[src/rtl/psd_pkg.sv]
// psd_pkg: types and constants for the point to segment distance block.
// No dependencies; used by every file in rtl/.

package psd_pkg;

  localparam int unsigned CoordW  = 16;            // coordinate width, 4 fractional bits
  localparam int unsigned VecW    = CoordW + 1;    // difference of two coordinates
  localparam int unsigned LenW    = 2 * CoordW + 2; // squared length
  localparam int unsigned DotW    = 2 * CoordW + 3; // signed dot product
  localparam int unsigned TFracW  = 16;            // fractional bits of t
  localparam int unsigned TW      = TFracW + 1;    // t including the 1.0 code
  localparam int unsigned DistW   = 17;
  localparam int unsigned CfgW    = 16;
  localparam logic [CfgW-1:0] CfgResetVal = CfgW'(1);
  localparam logic [DistW-1:0] DistMax    = {DistW{1'b1}};
  localparam logic [TW-1:0]    TOne       = TW'(1) << TFracW;

  typedef enum logic [1:0] {
    REG_DEGEN    = 2'd0,
    REG_START    = 2'd1,
    REG_INTERIOR = 2'd2,
    REG_END      = 2'd3
  } psd_region_e;

  typedef struct packed {
    logic signed [CoordW-1:0] point_x;
    logic signed [CoordW-1:0] point_y;
    logic signed [CoordW-1:0] start_x;
    logic signed [CoordW-1:0] start_y;
    logic signed [CoordW-1:0] end_x;
    logic signed [CoordW-1:0] end_y;
  } psd_in_t;

  typedef struct packed {
    logic [DistW-1:0] distance;
    logic [TW-1:0]    param_t;
    psd_region_e      region;
  } psd_out_t;

  // classified job handed from front to back
  typedef struct packed {
    logic signed [CoordW-1:0] p_x;
    logic signed [CoordW-1:0] p_y;
    logic signed [CoordW-1:0] a_x;
    logic signed [CoordW-1:0] a_y;
    logic signed [VecW-1:0]   v_x;
    logic signed [VecW-1:0]   v_y;
    logic [LenW-1:0]          len_sq;
    logic [LenW-1:0]          dot;
    psd_region_e              region;
  } psd_job_t;

endpackage

[src/rtl/psd_queue.sv]
// psd_queue: small FIFO of classified jobs between front and back.
// Uses psd_pkg::psd_job_t.

module psd_queue #(
  parameter int unsigned DEPTH = 4
) (
  input  logic              clk_i,
  input  logic              rst_ni,
  input  logic              push_i,
  input  psd_pkg::psd_job_t job_i,
  output logic              full_o,
  input  logic              pop_i,
  output logic              empty_o,
  output psd_pkg::psd_job_t job_o
);

  localparam int unsigned PtrW = (DEPTH > 1) ? $clog2(DEPTH) : 1;
  localparam int unsigned CntW = $clog2(DEPTH + 1);

  psd_pkg::psd_job_t mem_q [DEPTH];
  logic [PtrW-1:0] wr_ptr_q, rd_ptr_q;
  logic [CntW-1:0] count_q;

  assign full_o  = (count_q == CntW'(DEPTH));
  assign empty_o = (count_q == '0);
  assign job_o   = mem_q[rd_ptr_q];

  always_ff @(posedge clk_i) begin
    if (push_i) begin
      mem_q[wr_ptr_q] <= job_i;
    end
  end

  always_ff @(posedge clk_i or negedge rst_ni) begin
    if (!rst_ni) begin
      wr_ptr_q <= '0;
      rd_ptr_q <= '0;
      count_q  <= '0;
    end else begin
      if (push_i) begin
        wr_ptr_q <= (wr_ptr_q == PtrW'(DEPTH - 1)) ? '0 : wr_ptr_q + 1'b1;
      end
      if (pop_i) begin
        rd_ptr_q <= (rd_ptr_q == PtrW'(DEPTH - 1)) ? '0 : rd_ptr_q + 1'b1;
      end
      if (push_i && !pop_i) begin
        count_q <= count_q + 1'b1;
      end else if (pop_i && !push_i) begin
        count_q <= count_q - 1'b1;
      end
    end
  end

endmodule

[config.mk]
export PLATFORM = sky130hd
export DESIGN_NAME = psd_queue
export DESIGN_NICKNAME = d
export VERILOG_FILES = /design/src/rtl/psd_pkg.sv /design/src/rtl/psd_queue.sv
export SDC_FILE = /design/constraint.sdc
export NUM_CORES = 1
export LEC_CHECK = 0
export ABC_CLOCK_PERIOD_IN_PS = 7100
export BUFFER_PORTS_ARGS = -buffer_cell sky130_fd_sc_hd__clkbuf_2
export CORE_MARGIN = 8
export CORE_UTILIZATION = 40
export DETAILED_ROUTE_END_ITERATION = 16
export PLACE_DENSITY = 0.6
export SLEW_MARGIN = 10
export SYNTH_ARGS = -nofsm -noshare
export SYNTH_HDL_FRONTEND = slang
export SYNTH_SLANG_ARGS = --single-unit
[constraint.sdc]
create_clock -name clk_i -period 7.1 [get_ports clk_i]
set_input_delay 0.355 -clock clk_i [delete_from_list [all_inputs] [get_ports clk_i]]
set_output_delay 0.355 -clock clk_i [all_outputs]
set_load 0.005 [all_outputs]
==> impl_metrics.json <==
{
  "outcome": "finished clean",
  "worstMarginPinSlew_ns": 1.06,
  "synth_seq_cells": 679,
  "critPathLaunchType": "flop",
  "vias": 11600,
  "cp_max_fo": 40,
  "coreArea_sq_um": 61300,
  "period_needed_ns": 3.46,
  "clkPwrFrac_pct": 29.9,
  "crit_type": "reg -> out",
  "clock_latency_ns": 0.61,
  "crit_path_end_kind": "primary output",
  "p_sw_uw": 3360,
  "cts_sinks": 679,
  "yosysMostFrequentCell": "edfxtp_1",
  "fill_cells": 4869,
  "rr_startpoint": "wr_ptr_q[0]",
  "final_max_slew_viol_count": 0,
  "gp_congestion": 0.685,
  "grt_max_degree": 97,
  "ff2ff_path_depth": 4,
  "multi_input_area_sq_um": 4020,
  "syn_area_per_cell_sq_um": 26.9,
  "synth_edf_count": 672,
  "grt_usage_pct": 14.6,
  "drc": 0,
  "hold_depth": 2,
  "hold_slack_ns": 0.121,
  "hold_class": "in -> reg",
  "async_flop_share_pct": 1.03,
  "pwr-share-comb_pct": 25.6,
  "dieArea_sq_um": 69800,
  "ant_nets": 0,
  "path_clk_slew_ns": 0.05,
  "ios": 342,
  "power_density_nw_per_um2": 387,
  "final_nets": 1657,
  "cts_setup_buffers": 0,
  "pwr-share-seq_pct": 44.5,
  "synth_top_cell_by_area": "edfxtp_1",
  "drt_wl_total_um": 51600,
  "dp_slack_ns": 4.09,
  "synthFlopType": "edfxtp_1",
  "drtIter0Drc": 825,
  "switching_share_pct": 27.7,
  "first_pass_iters": 4,
  "start_util_pct": 40.2,
  "area.growth.synth_to_final_pct": 27.0,
  "synth_common_cells": "edfxtp_1, mux4_2, buf_2",
  "synth_top_area_share_pct": 81.9,
  "synth.distinct_cells": 19,
  "cts_tree": "yes",
  "grt.overflow.total": 0,
  "cts_buffer_depth": 3,
  "intPower_uw": 8760,
  "die_w_um": 264,
  "slew_headroom_pct": 29.5,
  "syn_area_sq_um": 24600,
  "min_from": "pop_i",
  "synth.area.top_cells": "edfxtp_1, mux4_2, dfrtp_1, buf_6, buf_2",
  "ys_seq_area_share_pct": 82.6,
  "grt_pass1_vias": 12700,
  "layout-drive-gt1-share_pct": 41.2,
  "crit_required_ns": 6.74,
  "numCtsBuffers": 75,
  "synth_nets": 1094,
  "ff_latch_area_sq_um": 20400,
  "fp.dieH_um": 264,
  "skew_ns": 0.0157,
  "drv_cap": 0,
  "cts-root-buf": "clkbuf_16",
  "setup-violations-final": 0,
  "worst_slack_ns": 3.64,
  "port_buffers": 341,
  "rows": 91,
  "setup_tns_ns": 0,
  "rsz0062_at_grt": "no",
  "max_freq_ghz": 0.289,
  "p_leak_uw": 0.0108,
  "ys_warn_count": 0,
  "reg2reg_slack_ns": 4.52,
  "crit_start": "rd_ptr_q[0]",
  "min_period_over_period_pct": 48.7,
  "ir_worst_vdd_mv": 0.247,
  "grt_first_pass_wirelength_um": 77800,
  "cts-htree-levels": 3,
  "crit_arrival_ns": 3.10,
  "post-dp-hpwl_um": 29900,
  "antenna_found_initial": 8,
  "routedWlPerCell_um": 22.1,
  "hold_viol": 0,
  "syn_inst": 915,
  "vias_per_cell": 4.95
}
## state kept, by name (all words and copies together), names as in the netlist
name and count:
wr_ptr_q 2, rd_ptr_q 2, count_q 3, mem_q 672
## layer usage
layer	track usage, %	up-vias	wire [um]
li1	-	5135	-
met1	18.9	6027	21300
met3	4.55	76	3610
met2	23.4	316	25300
met4	4.88	4	1290
met5	0	-	27
## area by class of cell
class / instances / area share (%)
antenna: 6 / 0.0480
clock buffer: 92 / 6.27
clock inverter: 44 / 1.21
inverter: 4 / 0.0480
multi-input combinational: 194 / 12.8
sequential: 679 / 65.1
tap: 790 / 3.16
timing repair buffer: 524 / 11.4
## power groups by stage
stage                     registers (uW)  clock network [uW]  logic (uW)
after floorplan                     5420                   0        1950
after global placement              5460                   0        3140
after detailed placement            5490                   0        3140
after CTS                           5410                3750        3240
after global routing                5460                3880        3380
final                               5390                3630        3100
## worst max-delay path, stage by stage, from the launching register on
cell      delay [ns]
dfrtp_4         0.97
buf_4           0.74
mux4_2          0.61
clkbuf_2        0.14
## layout by cell type, fill, tap and decap left out
master,count
bufinv_16,3
nor2_1,3
nor3_1,1
inv_6,3
edfxtp_1,672
inv_1,4
nand2_1,2
mux2_2,3
dfrtp_4,2
clkinv_4,1
clkinvlp_4,3
clkbuf_16,76
clkbuf_2,341
clkinv_2,11
clkbuf_1,16
xnor2_1,1
mux4_2,168
buf_4,10
diode_2,6
and2_4,4
buf_12,4
clkinv_1,18
dfrtp_1,5
dlygate4sd3_1,169
clkinv_8,3
o21ai_0,2
nor3b_1,1
xor2_1,2
ha_1,6
clkinv_16,2
fa_1,1
## path summary, 6_finish.rpt
| check | endpoint |
|---|---|
| max in group asynchronous | rd_ptr_q[0] |
| min in group asynchronous | count_q[1] |
| worst max-delay path | job_o[161] |
| worst max register to register | mem_q[0][143] |
| worst min register to register | count_q[2] |
| worst min-delay path | rd_ptr_q[0] |
## timing repair
action                     4_1_cts  5_1_grt
gates resized for setup          0        0
setup endpoints to repair        0        0
hold endpoints to repair       679        0
hold buffers                   169        0
## logic make-up (layout without fill, tap and decap cells)
kind of cell	after synthesis	in the layout	share of synthesized area, %
other	0	6	0
XOR/XNOR	3	3	0.107
AND/OR/NAND/NOR	11	11	0.229
AO/OA/AOI/OAI	2	2	0.0406
multiplexers	171	171	15.5
adder cells (fa/ha/maj)	7	7	0.386
buffers and inverters	42	664	1.12
flip-flops	679	679	82.6
## metrics by stage
step                cells  cell area [sq um]  util [%]  total power, uW
finish               2333              31300      51.1            12100
global placement     2022              27200      44.5             8600
CTS                  2327              31300      51.1            12400
global route         2331              31300      51.1            12700
floorplan             915              24600         -             7370
detailed placement   2022              27200      44.5             8630
Note: power is estimated with default switching activity, not from simulation.
