`config.mk`:
```
export PLATFORM = sky130hd
export DESIGN_NAME = psd_front
export DESIGN_NICKNAME = d
export VERILOG_FILES = /design/src/rtl/psd_pkg.sv /design/src/rtl/psd_front.sv
export SDC_FILE = /design/constraint.sdc
export NUM_CORES = 2
export LEC_CHECK = 0
export ABC_AREA = 1
export BUFFER_PORTS_ARGS = -buffer_cell sky130_fd_sc_hd__buf_2
export CAP_MARGIN = 40
export CORE_MARGIN = 1.5
export CORE_UTILIZATION = 30
export CTS_CLUSTER_DIAMETER = 100
export CTS_CLUSTER_SIZE = 30
export DETAILED_ROUTE_END_ITERATION = 7
export PLACE_DENSITY = 0.49
export SYNTH_ARGS = -nofsm -noshare
export SYNTH_HDL_FRONTEND = slang
export SYNTH_SLANG_ARGS = --single-unit
```
`constraint.sdc`:
```
create_clock -name clk_i -period 16.1 [get_ports clk_i]
set_input_delay 2.415 -clock clk_i [delete_from_list [all_inputs] [get_ports clk_i]]
set_output_delay 2.415 -clock clk_i [all_outputs]
set_load 0.05 [all_outputs]
```
`src/rtl/psd_pkg.sv`:
```
// psd_pkg: types and constants for the point to segment distance block.
// No dependencies; used by every file in rtl/.

package psd_pkg;

  localparam int unsigned CoordW  = 16;            // coordinate width, 4 fractional bits
  localparam int unsigned VecW    = CoordW + 1;    // difference of two coordinates
  localparam int unsigned LenW    = 2 * CoordW + 2; // squared length
  localparam int unsigned DotW    = 2 * CoordW + 3; // signed dot product
  localparam int unsigned TFracW  = 16;            // fractional bits of t
  localparam int unsigned TW      = TFracW + 1;    // t including the 1.0 code
  localparam int unsigned DistW   = 17;
  localparam int unsigned CfgW    = 16;
  localparam logic [CfgW-1:0] CfgResetVal = CfgW'(1);
  localparam logic [DistW-1:0] DistMax    = {DistW{1'b1}};
  localparam logic [TW-1:0]    TOne       = TW'(1) << TFracW;

  typedef enum logic [1:0] {
    REG_DEGEN    = 2'd0,
    REG_START    = 2'd1,
    REG_INTERIOR = 2'd2,
    REG_END      = 2'd3
  } psd_region_e;

  typedef struct packed {
    logic signed [CoordW-1:0] point_x;
    logic signed [CoordW-1:0] point_y;
    logic signed [CoordW-1:0] start_x;
    logic signed [CoordW-1:0] start_y;
    logic signed [CoordW-1:0] end_x;
    logic signed [CoordW-1:0] end_y;
  } psd_in_t;

  typedef struct packed {
    logic [DistW-1:0] distance;
    logic [TW-1:0]    param_t;
    psd_region_e      region;
  } psd_out_t;

  // classified job handed from front to back
  typedef struct packed {
    logic signed [CoordW-1:0] p_x;
    logic signed [CoordW-1:0] p_y;
    logic signed [CoordW-1:0] a_x;
    logic signed [CoordW-1:0] a_y;
    logic signed [VecW-1:0]   v_x;
    logic signed [VecW-1:0]   v_y;
    logic [LenW-1:0]          len_sq;
    logic [LenW-1:0]          dot;
    psd_region_e              region;
  } psd_job_t;

endpackage

```
`src/rtl/psd_front.sv`:
```
// psd_front: three stage front end, forms segment vector, squared length and
// dot product, classifies the region. Holds the threshold register. Uses psd_pkg.

module psd_front (
  input  logic              clk_i,
  input  logic              rst_ni,
  input  logic              in_valid_i,
  output logic              in_stall_o,
  input  psd_pkg::psd_in_t  in_word_i,
  input  logic              cfg_valid_i,
  output logic              cfg_ready_o,
  input  logic [psd_pkg::CfgW-1:0] cfg_data_i,
  input  logic              full_i,
  output logic              push_o,
  output psd_pkg::psd_job_t job_o
);

  localparam int unsigned CW = psd_pkg::CoordW;
  localparam int unsigned VW = psd_pkg::VecW;
  localparam int unsigned LW = psd_pkg::LenW;
  localparam int unsigned DW = psd_pkg::DotW;

  logic adv;
  logic [psd_pkg::CfgW-1:0] min_len_q;
  logic s1_valid_q, s2_valid_q, s3_valid_q;

  logic signed [CW-1:0] s1_px_q, s1_py_q, s1_ax_q, s1_ay_q;
  logic signed [VW-1:0] s1_vx_q, s1_vy_q, s1_wx_q, s1_wy_q;
  logic signed [CW-1:0] s2_px_q, s2_py_q, s2_ax_q, s2_ay_q;
  logic signed [VW-1:0] s2_vx_q, s2_vy_q;
  logic signed [LW-1:0] s2_vxx_q, s2_vyy_q, s2_wvx_q, s2_wvy_q;
  logic signed [CW-1:0] s3_px_q, s3_py_q, s3_ax_q, s3_ay_q;
  logic signed [VW-1:0] s3_vx_q, s3_vy_q;
  logic [LW-1:0]        s3_len_q;
  logic signed [DW-1:0] s3_dot_q;
  psd_pkg::psd_region_e region;

  assign adv         = !(s3_valid_q && full_i);
  assign in_stall_o  = !adv;
  assign push_o      = s3_valid_q && !full_i;
  assign cfg_ready_o = 1'b1;

  always_ff @(posedge clk_i or negedge rst_ni) begin
    if (!rst_ni) begin
      min_len_q <= psd_pkg::CfgResetVal;
    end else if (cfg_valid_i) begin
      min_len_q <= cfg_data_i;
    end
  end

  always_ff @(posedge clk_i or negedge rst_ni) begin
    if (!rst_ni) begin
      s1_valid_q <= 1'b0;
      s2_valid_q <= 1'b0;
      s3_valid_q <= 1'b0;
    end else if (adv) begin
      s1_valid_q <= in_valid_i;
      s2_valid_q <= s1_valid_q;
      s3_valid_q <= s2_valid_q;
    end
  end

  always_ff @(posedge clk_i) begin
    if (adv) begin
      s1_px_q <= in_word_i.point_x;
      s1_py_q <= in_word_i.point_y;
      s1_ax_q <= in_word_i.start_x;
      s1_ay_q <= in_word_i.start_y;
      s1_vx_q <= VW'(in_word_i.end_x) - VW'(in_word_i.start_x);
      s1_vy_q <= VW'(in_word_i.end_y) - VW'(in_word_i.start_y);
      s1_wx_q <= VW'(in_word_i.point_x) - VW'(in_word_i.start_x);
      s1_wy_q <= VW'(in_word_i.point_y) - VW'(in_word_i.start_y);

      s2_px_q  <= s1_px_q;
      s2_py_q  <= s1_py_q;
      s2_ax_q  <= s1_ax_q;
      s2_ay_q  <= s1_ay_q;
      s2_vx_q  <= s1_vx_q;
      s2_vy_q  <= s1_vy_q;
      s2_vxx_q <= s1_vx_q * s1_vx_q;
      s2_vyy_q <= s1_vy_q * s1_vy_q;
      s2_wvx_q <= s1_wx_q * s1_vx_q;
      s2_wvy_q <= s1_wy_q * s1_vy_q;

      s3_px_q  <= s2_px_q;
      s3_py_q  <= s2_py_q;
      s3_ax_q  <= s2_ax_q;
      s3_ay_q  <= s2_ay_q;
      s3_vx_q  <= s2_vx_q;
      s3_vy_q  <= s2_vy_q;
      s3_len_q <= $unsigned(s2_vxx_q) + $unsigned(s2_vyy_q);
      s3_dot_q <= DW'(s2_wvx_q) + DW'(s2_wvy_q);
    end
  end

  always_comb begin
    if (s3_len_q < LW'(min_len_q)) begin
      region = psd_pkg::REG_DEGEN;
    end else if (s3_dot_q[DW-1] || (s3_dot_q == '0)) begin
      region = psd_pkg::REG_START;
    end else if ($unsigned(s3_dot_q) >= DW'(s3_len_q)) begin
      region = psd_pkg::REG_END;
    end else begin
      region = psd_pkg::REG_INTERIOR;
    end
  end

  always_comb begin
    job_o.p_x    = s3_px_q;
    job_o.p_y    = s3_py_q;
    job_o.a_x    = s3_ax_q;
    job_o.a_y    = s3_ay_q;
    job_o.v_x    = s3_vx_q;
    job_o.v_y    = s3_vy_q;
    job_o.len_sq = s3_len_q;
    job_o.dot    = s3_dot_q[LW-1:0];
    job_o.region = region;
  end

endmodule

```
==> impl_metrics.py <==
metrics = {
    "outcome": {
        "status": "complete, no violations",
    },
    "die": {
        "initial_utilization": 0.303,
        "die_h_um": 485,
        "coreArea_um2": 231000,
        "die_area_um2": 236000,
        "row_count": 176,
        "die_w_um": 485,
        "ios": 288,
    },
    "yosys": {
        "synth_top_area_share": 0.323,
        "synth_compound_area_frac": 0.0490,
        "yosysMostFrequentCell": "inv_1",
        "synthArstFlopShare": 0.0347,
        "synthAdderAreaFrac": 0.418,
        "synth_edf_count": 529,
        "synth_top_family_by_area": "adder cells",
        "synth.avg_cell_area_um2": 8.97,
        "yosysTopAreaCell": "fa_1",
        "synth_fp_nets": 9553,
        "synthCells": 7778,
        "yosysUniqueCellTypes": 57,
        "syn_area_um2": 69800,
        "synth_ff_type": "edfxtp_1",
        "synth-xor-area-share": 0.0292,
        "synthSimpleGateAreaFrac": 0.139,
        "synth-seq-cells": 548,
        "synthTopCellsByArea": "fa_1 (32%), edfxtp_1 (23%), inv_1 (11%), ha_1 (9.5%), nand2_1 (8.9%)",
        "synthMuxAreaShare": 0,
        "yosysWarnings": 0,
        "yosysSeqAreaShare": 0.234,
        "synth_common_cells": "inv_1 (2,116), nand2_1 (1,655), fa_1 (1,127)",
    },
    "worst_setup_path": {
        "cp_slowest_stage_delay_ps": 910,
        "regToRegSetupSlack_ps": 9590,
        "r2r_end": "s2_vyy_q[24]",
        "critical_path_buf_inv_count": 4,
        "cp-start-kind": "flip-flop",
        "cp-startpoint": "s1_vy_q[10]",
        "crit_path_end_kind": "flip-flop",
        "crit_cells": 18,
        "critPathKind": "flip-flop to flip-flop",
        "cp.required_ps": 16530,
        "crit_chain": "buf_4 -> nand2_1 -> fa_1 -> inv_1 -> fa_1 -> fa_1 -> fa_1 -> fa_1 -> inv_1 -> fa_1 -> inv_1 -> ha_1 -> a21oi_1 -> o21ai_0 -> o21bai_1 -> a21oi_1 -> nand2_1 -> xor2_1",
        "cp_top_family": "adder cells",
        "crit_fanout": 19,
        "crit_end": "s2_vyy_q[24]",
        "rr_startpoint": "s1_vy_q[10]",
        "slowest_stage": "edfxtp_1",
        "rr_worst_depth": 18,
        "crit_top_cell": "fa_1",
        "crit_arrival_ps": 6940,
    },
    "sta": {
        "worst_pin_slew_ps": 1090,
        "grt_setup_unrepaired": "no",
        "fmaxAchievable_mhz": 154,
        "slew_headroom": 0.274,
        "hold_viol": 0,
        "finalCritPeriodShare": 0.404,
        "setup_viol": 0,
        "drv_slew": 0,
        "fin_crit_ps": 6510,
        "timing.setup.tns_ps": 0,
        "fin_skew_ps": 54.0,
    },
    "cts": {
        "ctsRootBufferMaster": "clkbuf_16",
        "cts_buffer_depth": 3,
        "clk_latency_ps": 680,
        "post-cts-setup-buffers": 0,
        "cts.clk_slew.worst_paths_ps": 120,
        "htreeDepth": 1,
        "cts_tree": "built",
        "clock-sinks": 548,
        "cts_buffers": 28,
        "ctsHoldBuffers": 0,
        "post_cts_resized": 0,
    },
    "cells_and_area": {
        "final_cells": 10900,
        "area_delta_synth_final_pct": 8.13,
        "layout.nets": 9668,
        "drive_gt1_frac": 0.0636,
    },
    "global_route": {
        "grt_pass1_vias": 53200,
        "overflow": 0,
        "grt_usage": 0.168,
        "antenna_found_initial": 3,
        "grt_max_degree": 165,
        "grt_pass1_wl_mm": 308,
    },
    "drt": {
        "totalWireLength_mm": 195,
        "met3_length_mm": 6.54,
        "drt-initial-drc-count": 3126,
        "vias": 49300,
        "wl_per_cell_um": 17.8,
        "met1_length_mm": 84.3,
        "wl_met2_mm": 97.0,
        "dr.pass1.iters": 7,
        "top_layer_used": "met4",
        "viasPerCell": 4.51,
        "ant_nets": 0,
        "drc_errors": 0,
    },
    "place": {
        "io_buffers": 286,
        "dp.cells": 10900,
        "globalplace.congestion": 0.907,
        "hpwl_mm": 163,
    },
    "run": {
        "drv_cap": 0,
    },
    "min_path": {
        "hp-class": "flip-flop to flip-flop",
    },
}
[worst register-to-register path, cell delays in order, from the launching register on]
cell,delay [ps]
edfxtp_1,910
buf_4,450
nand2_1,150
fa_1,560
inv_1,80
fa_1,510
fa_1,580
fa_1,450
fa_1,500
inv_1,50
fa_1,470
inv_1,40
ha_1,400
a21oi_1,270
o21ai_0,200
o21bai_1,240
a21oi_1,120
nand2_1,130
xor2_1,190
[cell type report]
cell class,count,area (um2)
Fill cell,23900,155000
Multi-Input combinational cell,4858,44400
Sequential cell,548,16400
Inverter,2122,7970
Tap cell,3026,3790
Timing Repair Buffer,335,1920
Clock buffer,34,754
Clock inverter,16,265
Antenna cell,2,5.00
[worst min-delay path by stage]
stage           startpoint          end  slack, ps  cells past startpoint
6_report       s2_vx_q[14]  s3_vx_q[14]        400                      0
5_1_grt        s2_vx_q[14]  s3_vx_q[14]        430                      0
4_1_cts        s2_vx_q[14]  s3_vx_q[14]        410                      0
3_5_place_dp   s1_ax_q[12]  s2_ax_q[12]        400                      0
3_3_place_gp   s2_ay_q[10]  s3_ay_q[10]        400                      0
2_1_floorplan   s1_ax_q[0]   s2_ax_q[0]        400                      0
[routing by layer]
metal	up-vias	GRT usage
li1	23400	-
met4	0	0.0559
met2	890	0.295
met5	-	0
met1	24800	0.219
met3	163	0.0105
[through the flow]
stage	setup slack, ps	instance area (um2)	hold slack (ps)	util
final	9590	75500	404	0.327
after global routing	9240	75500	427	0.327
after CTS	9600	75400	407	0.327
after detailed placement	9560	74400	405	0.323
after global placement	9560	74300	400	0.322
after floorplan	2810	69800	400	-
[kinds of logic after synthesis]
| kind of cell | Yosys count |
|---|---|
| AND/OR/NAND/NOR | 2376 |
| buffers and inverters | 2372 |
| adder cells (fa/ha/maj) | 1658 |
| AO/OA/AOI/OAI | 591 |
| flip-flops | 548 |
| XOR/XNOR | 232 |
| other | 1 |
[layout by cell type, fill, tap and decap left out, types with 66 or more instances in the layout]
cell,n
fa_1,1127
a21oi_1,278
inv_1,2116
nand3_1,155
buf_2,286
edfxtp_1,529
xor2_1,180
nor2_1,344
nand2_1,1654
ha_1,531
o21ai_0,132
nand4_1,66
[registers in the layout, summed over array words and instances (netlist names), 32 cells and up]
| signal | count |
|---|---|
| s2_vxx_q | 32 |
| s2_vyy_q | 32 |
| s2_wvx_q | 34 |
| s2_wvy_q | 34 |
| s3_dot_q | 35 |
| s3_len_q | 34 |
Power is left out: the tool's default activity adds up to more than one toggle a clock period on the data nets, which glitch-free logic cannot reach.
